--- src/rtl/core/cpu_alu_with_flags_defines.svh ---
// assertion macros used by the alu top-level rtl file
`ifndef CPU_ALU_WITH_FLAGS_DEFINES_SVH
`define CPU_ALU_WITH_FLAGS_DEFINES_SVH

`ifndef SYNTHESIS
// same-cycle implication, checked on clk, off during reset
`define CALU_ASSERT_IMP(lbl, ante, cons, msg) \
    lbl: assert property (@(posedge clk) disable iff (!rst_n) (ante) |-> (cons)) \
        else $error(msg);
// next-cycle implication, checked on clk, off during reset
`define CALU_ASSERT_NXT(lbl, ante, cons, msg) \
    lbl: assert property (@(posedge clk) disable iff (!rst_n) (ante) |=> (cons)) \
        else $error(msg);
`else
`define CALU_ASSERT_IMP(lbl, ante, cons, msg)
`define CALU_ASSERT_NXT(lbl, ante, cons, msg)
`endif

`endif

--- src/rtl/core/calu_pkg.sv ---
// types and constants of the alu
`default_nettype none

package calu_pkg;

    typedef enum logic [3:0] {
        ACT_ADD   = 4'd0,
        ACT_ADC   = 4'd1,
        ACT_AND   = 4'd2,
        ACT_OR    = 4'd3,
        ACT_XOR   = 4'd4,
        ACT_CP    = 4'd5,
        ACT_INC8  = 4'd6,
        ACT_DEC8  = 4'd7,
        ACT_CPL   = 4'd8,
        ACT_CCF   = 4'd9,
        ACT_DAA   = 4'd10,
        ACT_ADD16 = 4'd11,
        ACT_ADDSP = 4'd12,
        ACT_INC16 = 4'd13,
        ACT_DEC16 = 4'd14
    } action_e;

    // flag bit positions
    localparam int unsigned FLAG_Z = 3;
    localparam int unsigned FLAG_N = 2;
    localparam int unsigned FLAG_H = 1;
    localparam int unsigned FLAG_C = 0;

    localparam logic [7:0] DAA_LO_ADJ   = 8'h06;
    localparam logic [7:0] DAA_HI_ADJ   = 8'h60;
    localparam logic [7:0] DAA_HI_LIMIT = 8'h99;
    localparam logic [3:0] DAA_LO_LIMIT = 4'h9;

    typedef struct packed {
        logic [3:0]  action;
        logic [7:0]  acc_value;
        logic [7:0]  byte_operand;
        logic [15:0] wide_value;
        logic [15:0] wide_operand;
        logic [3:0]  flags_in;
    } req_t;

    typedef struct packed {
        logic [7:0]  byte_result;
        logic [15:0] wide_result;
        logic [3:0]  flags_out;
        logic        write_back;
    } rsp_t;

endpackage

`default_nettype wire

--- src/rtl/core/calu_if.sv ---
// request and response channel interfaces of the alu
`default_nettype none

interface calu_req_if;
    logic        valid;
    logic        ready;
    logic [3:0]  action;
    logic [7:0]  acc_value;
    logic [7:0]  byte_operand;
    logic [15:0] wide_value;
    logic [15:0] wide_operand;
    logic [3:0]  flags_in;

    modport source (
        output valid, action, acc_value, byte_operand, wide_value, wide_operand, flags_in,
        input  ready
    );
    modport sink (
        input  valid, action, acc_value, byte_operand, wide_value, wide_operand, flags_in,
        output ready
    );
endinterface

interface calu_rsp_if;
    logic        valid;
    logic        ready;
    logic [7:0]  byte_result;
    logic [15:0] wide_result;
    logic [3:0]  flags_out;
    logic        write_back;

    modport source (
        output valid, byte_result, wide_result, flags_out, write_back,
        input  ready
    );
    modport sink (
        input  valid, byte_result, wide_result, flags_out, write_back,
        output ready
    );
endinterface

`default_nettype wire

--- src/rtl/core/calu_stage.sv ---
// pipeline register stage with valid/ready flow control
`default_nettype none

module calu_stage #(
    parameter type data_t = logic
) (
    input  wire logic  clk,
    input  wire logic  rst_n,
    input  wire logic  in_valid,
    output logic       in_ready,
    input  wire data_t in_data,
    output logic       out_valid,
    input  wire logic  out_ready,
    output data_t      out_data
);

    logic  valid_reg;
    logic  valid_next;
    data_t data_reg;

    // take a new transaction when empty or when the held one leaves this cycle
    assign in_ready   = !valid_reg || out_ready;
    assign valid_next = in_ready ? in_valid : valid_reg;

    always_ff @(posedge clk or negedge rst_n)
    begin
        if (!rst_n)
        begin
            valid_reg <= 1'b0;
        end
        else
        begin
            valid_reg <= valid_next;
        end
    end

    always_ff @(posedge clk)
    begin
        if (in_ready && in_valid)
        begin
            data_reg <= in_data;
        end
    end

    assign out_valid = valid_reg;
    assign out_data  = data_reg;

endmodule

`default_nettype wire

--- src/rtl/core/calu_datapath.sv ---
// combinational alu: result, flags and write-back mark for one request
`default_nettype none

module calu_datapath (
    input  wire calu_pkg::req_t req,
    output calu_pkg::rsp_t      rsp
);

    logic [7:0]  a;
    logic [7:0]  b;
    logic [15:0] w;
    logic [15:0] wo;
    logic [3:0]  fin;
    logic        cin;
    logic        adc_c;
    logic [8:0]  sum9;
    logic [4:0]  half5;
    logic [16:0] sum17;
    logic [12:0] half13;
    logic [15:0] sp_ext;
    logic [4:0]  sp_half;
    logic [8:0]  sp_low;
    logic [7:0]  daa_adj;
    logic        daa_carry;
    logic [7:0]  daa_res;
    logic [7:0]  r8;
    logic [15:0] r16;

    always_comb
    begin
        a      = req.acc_value;
        b      = req.byte_operand;
        w      = req.wide_value;
        wo     = req.wide_operand;
        fin    = req.flags_in;
        cin    = fin[calu_pkg::FLAG_C];
        adc_c  = (req.action == calu_pkg::ACT_ADC) ? cin : 1'b0;
        sum9   = {1'b0, a} + {1'b0, b} + {8'b0, adc_c};
        half5  = {1'b0, a[3:0]} + {1'b0, b[3:0]} + {4'b0, adc_c};
        sum17  = {1'b0, w} + {1'b0, wo};
        half13 = {1'b0, w[11:0]} + {1'b0, wo[11:0]};
        sp_ext  = {{8{b[7]}}, b};
        sp_half = {1'b0, w[3:0]} + {1'b0, b[3:0]};
        sp_low  = {1'b0, w[7:0]} + {1'b0, b};

        // decimal adjust after add or subtract
        daa_adj   = 8'h00;
        daa_carry = cin;
        if (fin[calu_pkg::FLAG_N])
        begin
            if (fin[calu_pkg::FLAG_H])
            begin
                daa_adj = daa_adj | calu_pkg::DAA_LO_ADJ;
            end
            if (cin)
            begin
                daa_adj = daa_adj | calu_pkg::DAA_HI_ADJ;
            end
            daa_res = a - daa_adj;
        end
        else
        begin
            if (fin[calu_pkg::FLAG_H] || (a[3:0] > calu_pkg::DAA_LO_LIMIT))
            begin
                daa_adj = daa_adj | calu_pkg::DAA_LO_ADJ;
            end
            if (cin || (a > calu_pkg::DAA_HI_LIMIT))
            begin
                daa_adj   = daa_adj | calu_pkg::DAA_HI_ADJ;
                daa_carry = 1'b1;
            end
            daa_res = a + daa_adj;
        end

        r8  = 8'h00;
        r16 = 16'h0000;
        rsp.flags_out  = fin;
        rsp.write_back = 1'b1;

        unique case (req.action) inside
            calu_pkg::ACT_ADD, calu_pkg::ACT_ADC:
            begin
                r8 = sum9[7:0];
                rsp.flags_out = {(sum9[7:0] == 8'h00), 1'b0, half5[4], sum9[8]};
            end
            calu_pkg::ACT_AND:
            begin
                r8 = a & b;
                rsp.flags_out = {((a & b) == 8'h00), 1'b0, 1'b1, 1'b0};
            end
            calu_pkg::ACT_OR:
            begin
                r8 = a | b;
                rsp.flags_out = {((a | b) == 8'h00), 3'b000};
            end
            calu_pkg::ACT_XOR:
            begin
                r8 = a ^ b;
                rsp.flags_out = {((a ^ b) == 8'h00), 3'b000};
            end
            calu_pkg::ACT_CP:
            begin
                r8 = a - b;
                rsp.flags_out = {(a == b), 1'b1, (a[3:0] < b[3:0]), (a < b)};
                rsp.write_back = 1'b0;
            end
            calu_pkg::ACT_INC8:
            begin
                r8 = a + 8'd1;
                rsp.flags_out = {(a == 8'hFF), 1'b0, (a[3:0] == 4'hF), cin};
            end
            calu_pkg::ACT_DEC8:
            begin
                r8 = a - 8'd1;
                rsp.flags_out = {(a == 8'h01), 1'b1, (a[3:0] == 4'h0), cin};
            end
            calu_pkg::ACT_CPL:
            begin
                r8 = ~a;
                rsp.flags_out = {fin[calu_pkg::FLAG_Z], 1'b1, 1'b1, cin};
            end
            calu_pkg::ACT_CCF:
            begin
                rsp.flags_out = {fin[calu_pkg::FLAG_Z], 1'b0, 1'b0, !cin};
                rsp.write_back = 1'b0;
            end
            calu_pkg::ACT_DAA:
            begin
                r8 = daa_res;
                rsp.flags_out = {(daa_res == 8'h00), fin[calu_pkg::FLAG_N], 1'b0, daa_carry};
            end
            calu_pkg::ACT_ADD16:
            begin
                r16 = sum17[15:0];
                rsp.flags_out = {fin[calu_pkg::FLAG_Z], 1'b0, half13[12], sum17[16]};
            end
            calu_pkg::ACT_ADDSP:
            begin
                r16 = w + sp_ext;
                rsp.flags_out = {1'b0, 1'b0, sp_half[4], sp_low[8]};
            end
            calu_pkg::ACT_INC16:
            begin
                r16 = w + 16'd1;
            end
            calu_pkg::ACT_DEC16:
            begin
                r16 = w - 16'd1;
            end
            default:
            begin
                // unused code: nothing written, flags pass through
                rsp.write_back = 1'b0;
            end
        endcase

        rsp.byte_result = r8;
        rsp.wide_result = r16;
    end

endmodule

`default_nettype wire

--- src/rtl/core/cpu_alu_with_flags.sv ---
// top level of the alu: input register, datapath, result register
// path: a request taken into the input register has its result held in the result register, then leaves as a response
// throughput: one transaction per cycle, any stall on the response side
//   backs up through the result and input registers
// reset: rst_n clears both stage valid bits asynchronously; payload is not reset
`default_nettype none

`include "cpu_alu_with_flags_defines.svh"

module cpu_alu_with_flags (
    input  wire logic clk,
    input  wire logic rst_n,
    calu_req_if.sink   req,
    calu_rsp_if.source rsp
);

    calu_pkg::req_t req_data;
    calu_pkg::req_t s1_data;
    calu_pkg::rsp_t s1_result;
    calu_pkg::rsp_t s2_data;
    logic           s1_valid;
    logic           s1_ready;

    assign req_data = '{
        action:       req.action,
        acc_value:    req.acc_value,
        byte_operand: req.byte_operand,
        wide_value:   req.wide_value,
        wide_operand: req.wide_operand,
        flags_in:     req.flags_in
    };

    calu_stage #(
        .data_t (calu_pkg::req_t)
    ) u_in_stage (
        .clk       (clk),
        .rst_n     (rst_n),
        .in_valid  (req.valid),
        .in_ready  (req.ready),
        .in_data   (req_data),
        .out_valid (s1_valid),
        .out_ready (s1_ready),
        .out_data  (s1_data)
    );

    calu_datapath u_datapath (
        .req (s1_data),
        .rsp (s1_result)
    );

    calu_stage #(
        .data_t (calu_pkg::rsp_t)
    ) u_out_stage (
        .clk       (clk),
        .rst_n     (rst_n),
        .in_valid  (s1_valid),
        .in_ready  (s1_ready),
        .in_data   (s1_result),
        .out_valid (rsp.valid),
        .out_ready (rsp.ready),
        .out_data  (s2_data)
    );

    assign rsp.byte_result = s2_data.byte_result;
    assign rsp.wide_result = s2_data.wide_result;
    assign rsp.flags_out   = s2_data.flags_out;
    assign rsp.write_back  = s2_data.write_back;

    // both stages full and the consumer stalled: no new request may enter
    `CALU_ASSERT_IMP(a_no_overrun, s1_valid && rsp.valid && !rsp.ready, !req.ready, "request accepted while both stages full")
    // a stalled input stage keeps its transaction
    `CALU_ASSERT_NXT(a_s1_hold, s1_valid && !s1_ready, s1_valid, "input stage dropped a stalled transaction")
    // compare never writes back
    `CALU_ASSERT_IMP(a_cp_no_wb, s1_valid && (s1_data.action == calu_pkg::ACT_CP), !s1_result.write_back, "compare marked for write-back")
    // 16-bit increment and decrement leave all flags alone
    `CALU_ASSERT_IMP(a_incdec16_flags, s1_valid && ((s1_data.action == calu_pkg::ACT_INC16) || (s1_data.action == calu_pkg::ACT_DEC16)), s1_result.flags_out == s1_data.flags_in, "16-bit inc/dec changed flags")
    // at most one of the two result fields is ever nonzero
    `CALU_ASSERT_IMP(a_one_width, rsp.valid, (rsp.byte_result == 8'h00) || (rsp.wide_result == 16'h0000), "byte and wide results both nonzero")

endmodule

`default_nettype wire
--- src/flat_wrapper.sv ---
// flat-port wrapper written by rule: the top's interface ports become plain ports
module cpu_alu_with_flags_flat 
  (clk, rst_n, req_valid, req_action, req_acc_value, req_byte_operand, req_wide_value, req_wide_operand, req_flags_in, req_ready, rsp_valid, rsp_byte_result, rsp_wide_result, rsp_flags_out, rsp_write_back, rsp_ready);
  calu_req_if req_i ();
  calu_rsp_if rsp_i ();
  input  wire logic clk;
  input  wire logic rst_n;
  input wire logic [$bits(req_i.valid)-1:0] req_valid;
  input wire logic [$bits(req_i.action)-1:0] req_action;
  input wire logic [$bits(req_i.acc_value)-1:0] req_acc_value;
  input wire logic [$bits(req_i.byte_operand)-1:0] req_byte_operand;
  input wire logic [$bits(req_i.wide_value)-1:0] req_wide_value;
  input wire logic [$bits(req_i.wide_operand)-1:0] req_wide_operand;
  input wire logic [$bits(req_i.flags_in)-1:0] req_flags_in;
  output wire logic [$bits(req_i.ready)-1:0] req_ready;
  output wire logic [$bits(rsp_i.valid)-1:0] rsp_valid;
  output wire logic [$bits(rsp_i.byte_result)-1:0] rsp_byte_result;
  output wire logic [$bits(rsp_i.wide_result)-1:0] rsp_wide_result;
  output wire logic [$bits(rsp_i.flags_out)-1:0] rsp_flags_out;
  output wire logic [$bits(rsp_i.write_back)-1:0] rsp_write_back;
  input wire logic [$bits(rsp_i.ready)-1:0] rsp_ready;
  assign req_i.valid = req_valid;
  assign req_i.action = req_action;
  assign req_i.acc_value = req_acc_value;
  assign req_i.byte_operand = req_byte_operand;
  assign req_i.wide_value = req_wide_value;
  assign req_i.wide_operand = req_wide_operand;
  assign req_i.flags_in = req_flags_in;
  assign req_ready = req_i.ready;
  assign rsp_valid = rsp_i.valid;
  assign rsp_byte_result = rsp_i.byte_result;
  assign rsp_wide_result = rsp_i.wide_result;
  assign rsp_flags_out = rsp_i.flags_out;
  assign rsp_write_back = rsp_i.write_back;
  assign rsp_i.ready = rsp_ready;
  cpu_alu_with_flags u_core (.clk(clk), .rst_n(rst_n), .req(req_i), .rsp(rsp_i));
endmodule
--- config.mk ---
export PLATFORM = sky130hd
export DESIGN_NAME = cpu_alu_with_flags_flat
export DESIGN_NICKNAME = d
export VERILOG_FILES = /design/src/rtl/core/calu_pkg.sv /design/src/rtl/core/calu_if.sv /design/src/rtl/core/calu_stage.sv /design/src/rtl/core/calu_datapath.sv /design/src/rtl/core/cpu_alu_with_flags.sv /design/src/flat_wrapper.sv
export VERILOG_INCLUDE_DIRS = /design/src /design/src/rtl/core
export SDC_FILE = /design/constraint.sdc
export NUM_CORES = 1
export LEC_CHECK = 0
export BUFFER_PORTS_ARGS = -buffer_cell sky130_fd_sc_hd__buf_2
export CAP_MARGIN = 20
export CORE_MARGIN = 4
export CORE_UTILIZATION = 64
export DETAILED_ROUTE_END_ITERATION = 16
export PLACE_DENSITY = 0.87
export SYNTH_ARGS = -nofsm -noshare
export SYNTH_HDL_FRONTEND = slang
export SYNTH_SLANG_ARGS = --single-unit
--- constraint.sdc ---
create_clock -name clk -period 8.5 [get_ports clk]
set_input_delay 1.275 -clock clk [delete_from_list [all_inputs] [get_ports clk]]
set_output_delay 1.275 -clock clk [all_outputs]
set_load 0.005 [all_outputs]
==> results.md, run 1 <==
Run status:
- The run finished with clean final reports.

Setup path:
- The library cell appearing most often on the critical path is sky130_fd_sc_hd__nor2_1.
- In this design, the largest share of critical-path delay is due to compound AO/OA/AOI/OAI gates.
- The setup path with the least slack is of type reg2reg.
- Together, buffers and inverters on the worst path number 0.
- Data on the critical path is required at its endpoint by between 8 and 9 ns.
- The critical path startpoint category is a flop.
- The minimum setup slack among reg-to-reg paths is 4.06 ns.
- The arrival time of the worst setup path is about 4.6 ns.
- The slowest stage of the critical path is the sky130_fd_sc_hd__edfxtp_1 cell.
- The top fanout value on the critical path is 28.
- The critical path capture point type is a flop.
- The critical path goes through nand2_1 > nor2_1 > o21ai_0 > fa_1 > a211oi_1 > nor2_1 > o311ai_1 > o21ai_1 > o31ai_1 > xor2_1 > o22ai_1.
- The largest single stage delay on the critical path is slightly above 0.9 ns.

Placement:
- The instance count after placement with tap cells included is ~900.
- The cell area after placement is 7410 um^2.
- Once detailed placement completed, the half-perimeter wirelength came to 15800 um.
- Input and output buffers added on the ports amount to 90.
- The weighted congestion at the end of routability-driven global placement is ~1.1.

Yosys:
- The cell count after synthesis is 724.
- Of the post-synthesis cell area, the dominant cell type holds 0.372.
- The proportion of synthesized chip area in sequential cells is 0.379.
- The synthesized design spends more area on one cell type than any other, namely sky130_fd_sc_hd__edfxtp_1.
- Counting flops with an async set or reset pin after synthesis yields a share of 0.0230.
- The synthesized design contains between 80 and 90 enable-type register cells.
- Yosys printed 0 warnings.
- A synthesized cell averages about 9.5 um^2.
- In the post-synthesis netlist, the biggest area contributors are sky130_fd_sc_hd__edfxtp_1 37%, sky130_fd_sc_hd__ha_1 14%, sky130_fd_sc_hd__xnor2_1 4.3%.
- The count of distinct cell types in the synthesized netlist is 67.
- The number of nets in the synthesized netlist is between 800 and 900.
- The post-synthesis sequential element count is just under 90.
- The primary flip-flop cell chosen by synthesis mapping is sky130_fd_sc_hd__edfxtp_1.
- After synthesis the cells add up to 6870 um^2.

Die:
- The initialized floorplan defines 37 standard-cell rows.
- In this run the vertical extent of the chip is roughly 110 um.
- The die covers ~12000 um^2.
- The boundary pin count is 91.
- The initial core utilization is 0.663.
- The region available for standard cell placement spans just over 10000 um^2.
- From left edge to right edge, the die measures between 100 and 150 um.

Detailed routing:
- The detail route stage leaves a number of antenna-violating nets equal to 0.
- The total wirelength of the detailed-routed design is ~21000 um.
- The detailed-route via count is between 6000 and 7000.
- For this run, the detailed router's first-pass iteration total came to 6.
- After detailed routing, the number of vias per cell comes to around 6.8.
- The average routed wire per standard cell is 22.3 um.
- The initial detailed-routing violation count is slightly below 800.
- After detailed routing, the number of remaining DRC violations is 0.

Timing:
- In this run the tightest slew margin relative to its limit is 0.286.
- The final number of max-transition violations is 0.
- The count of endpoints failing setup in the final report is 0.
- The period utilization is 0.523.
- The worst hold slack across all endpoints is around 0.52 ns.
- The final critical delay including setup and external delays is around 4.4 ns.
- The achievable clock frequency is about 230 MHz.
- On the final layout, the worst clock skew is 0.0105 ns.
- After routing, the total negative slack on setup checks comes to 0 ns.
- Setup repair after global routing left no endpoint under its margin.
- At the pin with the least slew margin, the transition time is about 1.1 ns.
- The hold violation total from the final report came to 0.

Hold path:
- The path category of the worst min-delay check is reg2reg.

Layout:
- The number of nets in the layout is about 940.
- The proportion of layout cells with a drive suffix above 1 is 0.152.
- The post-synthesis to final-layout area growth is 10.8%.
- The area of the multi-input gates is a little over 4000 um^2.
- At the end of the flow the core is filled with cells to 0.734.
- Summing all flip-flop and latch instances after layout gives approximately 2600 um^2.
- The count of filler cells inserted in the layout is roughly 760.
- The repair_antennas step left the layout with diodes totalling 0.
- After routing the design area is about 7600 um^2.
- The final cell count without fillers is between 900 and 1000.

Power and ir drop:
- The internal power is between 0.0008 and 0.0009 W.
- The sequential cell fraction of total power is 0.440.
- Of the total power, the share spent switching nets is 0.346.
- The net switching power figure is 0.000433 W.
- The share of total power dissipated in the clock network is 0.240.
- Summed over all cells, the static leakage comes to approximately 3.1 nW.
- The worst supply voltage drop on vdd is 175 uV.
- Dividing total power by cell area gives a power density of 165 nW/um^2.
- The share of total power dissipated in combinational logic is 0.320.

Global route:
- The first global-routing pass estimated roughly 33000 um of wire.
- The overall overflow remaining after global route is 0.
- In the global route stage, overall resource usage came out at 0.339.
- Entering global routing, the biggest net connects 57 pins.
- The number of global-route vias before repair was ~6000.
- The number of antenna violations at the first check in global routing is 1.

CTS:
- The TritonCTS buffer count is 9.
- TritonCTS built the clock tree.
- The clock latency at the later pin of the worst-skew pair is 0.39 ns.
- The number of clock sinks is 87.
- The number of gates resized after cts is 0.
- The largest buffer count on any clock path is 2.
- Clock-pin slew was measured on the worst setup and hold paths at 0.09 ns.
- The post-CTS setup buffer count is 0.
- The cell sitting at the root of the clock tree is a sky130_fd_sc_hd__clkbuf_8.
- The number of H-tree branching levels is 3.
- Buffers inserted to repair hold after CTS numbered 0.

Run:
- Max-cap violations in this run came to 0.
## layout by cell type, fill, tap and decap left out, drive strengths merged, types with 6 or more instances in the layout
cell type and count:
a211oi 12, a21o 10, a21oi 46, a31oi 13
and3 6, buf 92, clkbuf 10, edfxtp 85
ha 76, inv 38, nand2 46, nand2b 15
nand3 16, nand4 10, nor2 60, nor2b 9
nor3 23, o21a 7, o21ai 62, o22ai 20
or3 6, xnor2 34, xor2 19
## final cells by class
type / instances / area share
multi-input cells: 573 / 0.529
flip-flops and latches: 87 / 0.342
well taps: 136 / 0.0223
clock inverters: 6 / 0.00887
repair buffers: 92 / 0.0611
inverters: 39 / 0.0192
clock buffers: 10 / 0.0181
## cell usage after synthesis, drive strengths merged (12+ instances only)
cell type and number:
o21ai 62, nor3 23, a31oi 13, o22ai 20
nand3 16, edfxtp 85, nand2 46, nor2 60
a211oi 12, a21oi 46, ha 76, clkbuf 19
inv 37, xnor2 34, nand2b 15, xor2 19
## cell families (layout without fill, tap and decap cells)
kind of cell,count (synthesis),in the layout,share of synthesized area
AO/OA/AOI/OAI,224,224,0.210
XOR/XNOR,53,53,0.0676
adder cells (fa/ha/maj),81,81,0.153
buffers and inverters,64,147,0.0355
flip-flops,87,87,0.379
multiplexers,3,3,0.00437
AND/OR/NAND/NOR,212,212,0.151
## worst paths after layout
kind	from	endpoint	cells after the start
max reg2reg	u_core.u_in_stage.out_data[54]	u_core.u_out_stage.out_data[17]	11
max	u_core.u_in_stage.out_data[54]	u_core.u_out_stage.out_data[17]	11
min in group asynchronous	rst_n	u_core.u_in_stage.out_valid	1
min reg2reg	u_core.u_in_stage.out_valid	u_core.u_out_stage.out_valid	1
max in group asynchronous	rst_n	u_core.u_out_stage.out_valid	1
min	u_core.u_in_stage.out_valid	u_core.u_out_stage.out_valid	1
## flip-flops by register name (all words and copies together), names as in the netlist
signal                        count
u_core.u_in_stage.out_valid       1
u_core.u_in_stage.out_data       56
u_core.u_out_stage.out_data      29
u_core.u_out_stage.out_valid      1
## through the flow
| step | total power (W) | setup WS, ns |
|---|---|---|
| 3_5_place_dp | 0.000942 | 4.22 |
| 2_1_floorplan | 0.000818 | 5.25 |
| 6_report | 0.00125 | 4.06 |
| 3_3_place_gp | 0.000925 | 4.43 |
| 5_1_grt | 0.00131 | 3.74 |
| 4_1_cts | 0.00124 | 4.18 |
## worst reg2reg max path, delay by kind of cell, from the launching register on
kind                       cells  cell delay [ns]
adders and majority gates      1             0.51
xor gates and xnor gates       1             0.17
DFF                            1             0.92
and+or+nand+nor                3             1.05
AOI/OAI and AO/OA              6             1.55
## routing by layer
layer | share of wire | vias up | track usage
li1 | - | 2882 | -
met1 | 0.40 | 2904 | 0.451
met2 | 0.44 | 483 | 0.518
met3 | 0.13 | 97 | 0.103
met4 | 0.041 | 2 | 0.140
met5 | 0.00062 | - | 0
## power by group through the flow
stage	combinational, W	clock (W)	sequential [W]
after floorplan	0.000276	0	0.000542
after global placement	0.000367	0	0.000558
after CTS	0.000387	0.000301	0.000550
after global routing	0.000432	0.000326	0.000555
after detailed placement	0.000383	0	0.000559
final	0.000400	0.000301	0.000552
Note: power is estimated with default switching activity, not from simulation.
==> run 2: changes to the inputs <==
--- a/config.mk
+++ b/config.mk
@@ -6,12 +6,13 @@
 export SDC_FILE = /design/constraint.sdc
 export NUM_CORES = 1
 export LEC_CHECK = 0
+export ABC_AREA = 1
 export BUFFER_PORTS_ARGS = -buffer_cell sky130_fd_sc_hd__buf_2
 export CAP_MARGIN = 20
 export CORE_MARGIN = 4
-export CORE_UTILIZATION = 64
+export CORE_UTILIZATION = 54
 export DETAILED_ROUTE_END_ITERATION = 16
-export PLACE_DENSITY = 0.87
+export PLACE_DENSITY = 0.78
 export SYNTH_ARGS = -nofsm -noshare
 export SYNTH_HDL_FRONTEND = slang
 export SYNTH_SLANG_ARGS = --single-unit
==> constraint.sdc (replaced) <==
create_clock -name clk -period 4 [get_ports clk]
set_input_delay 0.6 -clock clk [delete_from_list [all_inputs] [get_ports clk]]
set_output_delay 0.6 -clock clk [all_outputs]
set_load 0.005 [all_outputs]
==> run 2 against run 1 <==
  * Cell area up 7.5%
  * Clock power rose to 3.3 times the previous value
  * Final cell count increased by 29%
  * Sequential share of layout area fell by 2.4 points
  * Utilization shrank 9.6 points
  * Global-route usage shrank 3.8 points
  * Non-clock buffer count increased by 1
  * Die area rose by 22%
  * Critical path depth up 8
  * Synthesized area increased by 4.5%
==> results.md, run 2 <==
Timing:
- The period utilization is 0.835 (+0.312).
- The hold violation total from the final report is 0 (unchanged).
- The final critical delay including setup and external delays is 3.34 ns (-1.10 ns).
- The relative max-transition margin came to 0.289 (+0.00242).
- The post-route setup TNS was 0 ns (unchanged).
- The final number of max-transition violations is 0 (unchanged).
- The worst clock skew was 0.00748 ns (-0.00303 ns).
- The count of endpoints failing setup in the final report is 0 (unchanged).
- The slew at the pin closest to its max-slew limit is 1.06 ns (-0.00601 ns).
- Setup repair after global routing left no endpoint under its margin.
- The achievable clock frequency is 300 MHz (+33%).
- The worst setup slack after layout is 0.661 ns (-3.40 ns).

Yosys:
- The proportion of register bits with asynchronous set or reset after synthesis was 0.0230 (unchanged).
- The synthesized area came to 7180 um^2 (+4.5%).
- The cell count after synthesis came to 947 (+31%).
- The count of distinct cell types in the synthesized netlist is 39 (-42%).
- The proportion of synthesized chip area in sequential cells is 0.362 (-0.0164).
- The biggest area consumer among synthesized cells is sky130_fd_sc_hd__edfxtp_1.
- The count of flip-flops with a built-in enable after synthesis is 85 (unchanged).
- The post-synthesis sequential element count is 87 (unchanged).
- The commonest cells after synthesis are 254 x sky130_fd_sc_hd__nand2_1, 114 x sky130_fd_sc_hd__inv_1, 98 x sky130_fd_sc_hd__nand3_1.
- The post-synthesis area per instance is 7.58 um^2 (-20%).
- The count of synthesis-stage warnings from yosys is 0 (unchanged).
- The area share of the largest cell type after synthesis is 0.355 (-0.0161).
- The most common cell in the synthesized netlist is sky130_fd_sc_hd__nand2_1.
- The primary flip-flop cell chosen by synthesis mapping is sky130_fd_sc_hd__edfxtp_1.
- After synthesis, the cell types taking the most area are sky130_fd_sc_hd__edfxtp_1 36%, sky130_fd_sc_hd__nand2_1 13%, sky130_fd_sc_hd__ha_1 13%.
- The net count of the mapped netlist is 1088 (+26%).

Layout:
- The summed area of non-filler cells in the final layout came to 8190 um^2 (+7.5%).
- The most common library cell in the layout ignoring fill and taps is sky130_fd_sc_hd__nand2_1.
- The number of nets in the layout is 1182 (+25%).
- From synthesis to final layout, the design area changed by 14.0%.
- The final cell count without fillers is 1218 (+29%).
- In the layout the commonest cells are 254 x sky130_fd_sc_hd__nand2_1, 113 x sky130_fd_sc_hd__inv_1, 98 x sky130_fd_sc_hd__nand3_1.
- The diode insertion count for antenna repair was 0 (unchanged).
- The number of flip-flops under the largest register name is 56 (unchanged).
- The proportion of layout cells with a drive suffix above 1 is 0.120 (-0.0320).

Power and ir drop:
- The worst supply voltage drop on vdd is 368 uV (+110%).
- The power density over the cells is 382 nW/um^2 (+130%).
- The leakage power total came to 3.98 nW (+28%).
- The total power consumption of the routed design is 0.00313 W (+150%).

Die:
- The total core area is 12800 um^2 (+24%).
- The row count is 41 (+11%).
- The die outline height is 123 um (+10%).
- The boundary pin count is 91 (unchanged).
- The area of the die was 15200 um^2 (+22%).
- The die span in x came to 123 um (+10%).
- The initial core utilization is 0.560 (-0.103).

Setup path:
- The largest individual stage delay along the critical path comes from the cell sky130_fd_sc_hd__edfxtp_1.
- The critical path goes through inv_1 > ha_1 > inv_1 > a31oi_1 > inv_1 > nor2_1 > inv_1 > ha_1 > nand2_1 > nand2_1 > ha_1 > nand2_1 > nor2_1 > nor2_1 > nand3b_1 > nand2_1 > nor2_1 > nor2_1 > nand3_1.
- The number of buffers and inverters on the critical path is 4 (+4).
- The required time of the critical path is 4.10 ns (-4.52 ns).
- The arrival time of the worst setup path is 3.44 ns (-1.13 ns).
- The critical path startpoint category is a flop.
- The delay of the slowest critical-path stage is 0.54 ns (-0.38 ns).
- The kind of critical path is reg2reg.
- The cell family contributing the most delay on the critical path is simple AND/OR/NAND/NOR gates.
- STA classifies the critical path endpoint as a flop.
- The top fanout value on the critical path is 8 (-71%).
- By instance count, the cell type seen most on the critical path is sky130_fd_sc_hd__nor2_1.

Global route:
- The fraction of met1 tracks used by global routing is 0.470 (+0.0188).
- The fraction of met2 tracks used by global routing is 0.418 (-0.100).
- The combined global-route utilization of all metal layers came to 0.300 (-0.0382).
- The first-pass GRT wire length is 34300 um (+3.2%).
- The met3 layer usage reported by global route came to 0.0700 (-0.0327).
- The number of antenna violations at the first check in global routing is 0 (-1).
- The number of global-route vias before repair is 6315 (+2.2%).
- The peak-usage layer in the global routing report is met1.
- The largest net degree at the start of global routing is 42 (-26%).
- The overall overflow remaining after global route is 0 (unchanged).

Detailed routing:
- The vias per cell was 5.81 (-14%).
- The number of optimization iterations in the first detailed-route pass is 6 (unchanged).
- The number of nets still failing antenna checks after routing is 0 (unchanged).
- The detailed-route via count is 7071 (+11%).
- The total wirelength of the detailed-routed design is 22000 um (+4.9%).
- The DRC violations left is 0 (unchanged).
- The average routed wire per standard cell was 18.1 um (-19%).
- The initial detailed-routing violation count is 1210 (+52%).

Placement:
- The setup slack after placement is 0.701 ns (-3.51 ns).
- The instance count after placement with tap cells included is 1202 (+30%).
- The post-DP HPWL was 17600 um (+11%).
- The cell area after placement is 7840 um^2 (+5.9%).
- The quantity of I/O buffers inserted on ports is 90 (unchanged).
- The weighted congestion at the end of routability-driven global placement is 1.04 (-5.5%).

Hold path:
- The path category of the worst min-delay check is in2async.

CTS:
- The clock-pin slew on the worst setup and hold paths is 0.07 ns (-0.02 ns).
- The clock tree from TritonCTS is done.
- The number of buffers added to fix hold violations after cts is 0 (unchanged).
- The number of H-tree branching levels came to 3 (unchanged).
- The buffer type at the clock tree root is sky130_fd_sc_hd__clkbuf_16.
- The number of clock sinks came to 87 (unchanged).
- The post-CTS setup buffer count is 0 (unchanged).
- The number of gates resized after cts is 0 (unchanged).
- The largest buffer count on any clock path is 2 (unchanged).
- The clock latency at the later pin of the worst-skew pair is 0.35 ns (-0.04 ns).
- The TritonCTS buffer count was 9 (unchanged).

Run:
- The number of maximum-capacitance violations came to 0 (unchanged).

Run status:
- The flow ran to the end, and the final reports show no timing, DRC or antenna violations.
## run 2: changes by cell type in the layout (fill, tap and decap cells not counted), moves of 14 or more
cell	before	now
sky130_fd_sc_hd__nand4_1	10	24
sky130_fd_sc_hd__nand2_1	46	254
sky130_fd_sc_hd__xnor2_1	34	8
sky130_fd_sc_hd__nor2_1	60	90
sky130_fd_sc_hd__nand3_1	16	98
sky130_fd_sc_hd__nor3_1	22	8
sky130_fd_sc_hd__inv_1	34	113
sky130_fd_sc_hd__nand2b_1	15	0
## run 2: power breakdown
part           leakage [nW]  switching [W]  internal [W]  total (W)
Clock                 0.169       0.000377      0.000614   0.000991
Sequential            0.847      0.0000707       0.00111    0.00118
Combinational          2.97       0.000623      0.000330   0.000952
## run 2: routing by layer
layer,vias up,part of all wire
met5,-,0
met4,0,0.016
met3,33,0.13
met2,421,0.40
met1,3200,0.45
li1,3417,-
## run 2: worst paths after layout
| kind | from | endpoint | slack, ns | depth (start not counted) |
|---|---|---|---|---|
| max | u_core.u_in_stage.out_data[45] | u_core.u_out_stage.out_data[28] | 0.66 | 19 |
| min | rst_n | u_core.u_in_stage.out_valid | 0.02 | 1 |
| max reg2reg | u_core.u_in_stage.out_data[45] | u_core.u_out_stage.out_data[28] | 0.66 | 19 |
| min reg2reg | u_core.u_in_stage.out_valid | u_core.u_out_stage.out_valid | 0.51 | 2 |
| max in group asynchronous | rst_n | u_core.u_out_stage.out_valid | 3.89 | 1 |
| min in group clk | req_wide_value[5] | u_core.u_in_stage.out_data[25] | 0.42 | 1 |
## run 2: area by class of cell
| cell class | count | area (um^2) |
|---|---|---|
| clock buffer | 9 | 225 |
| clock inverter | 7 | 119 |
| sequential | 87 | 2600 |
| timing repair buffer | 93 | 485 |
| inverter | 116 | 435 |
| multi-input combinational | 734 | 4110 |
| tap | 172 | 215 |
| fill | 1170 | 4640 |
## run 2: worst reg2reg max path, delay by kind of cell, from the launching register on
| family | cells | cell delay, ns |
|---|---|---|
| buf+inv | 4 | 0.53 |
| flops | 1 | 0.54 |
| fa+ha+maj | 3 | 0.92 |
| simple gates | 11 | 0.95 |
| compound gates | 1 | 0.16 |
## run 2: kinds of logic after synthesis
| family | Yosys count | synth area share |
|---|---|---|
| flops | 87 | 0.362 |
| compound gates | 139 | 0.107 |
| xor+xnor | 15 | 0.0183 |
| fa+ha+maj | 81 | 0.146 |
| buf+inv | 126 | 0.0674 |
| simple gates | 499 | 0.299 |
## run 2: stage by stage
stage | utilization | hold slack (ns)
2_1_floorplan | - | 0.304
3_3_place_gp | 0.610 | 0.387
4_1_cts | 0.638 | 0.00536
6_report | 0.638 | 0.0178
3_5_place_dp | 0.612 | 0.388
5_1_grt | 0.638 | 0.0140
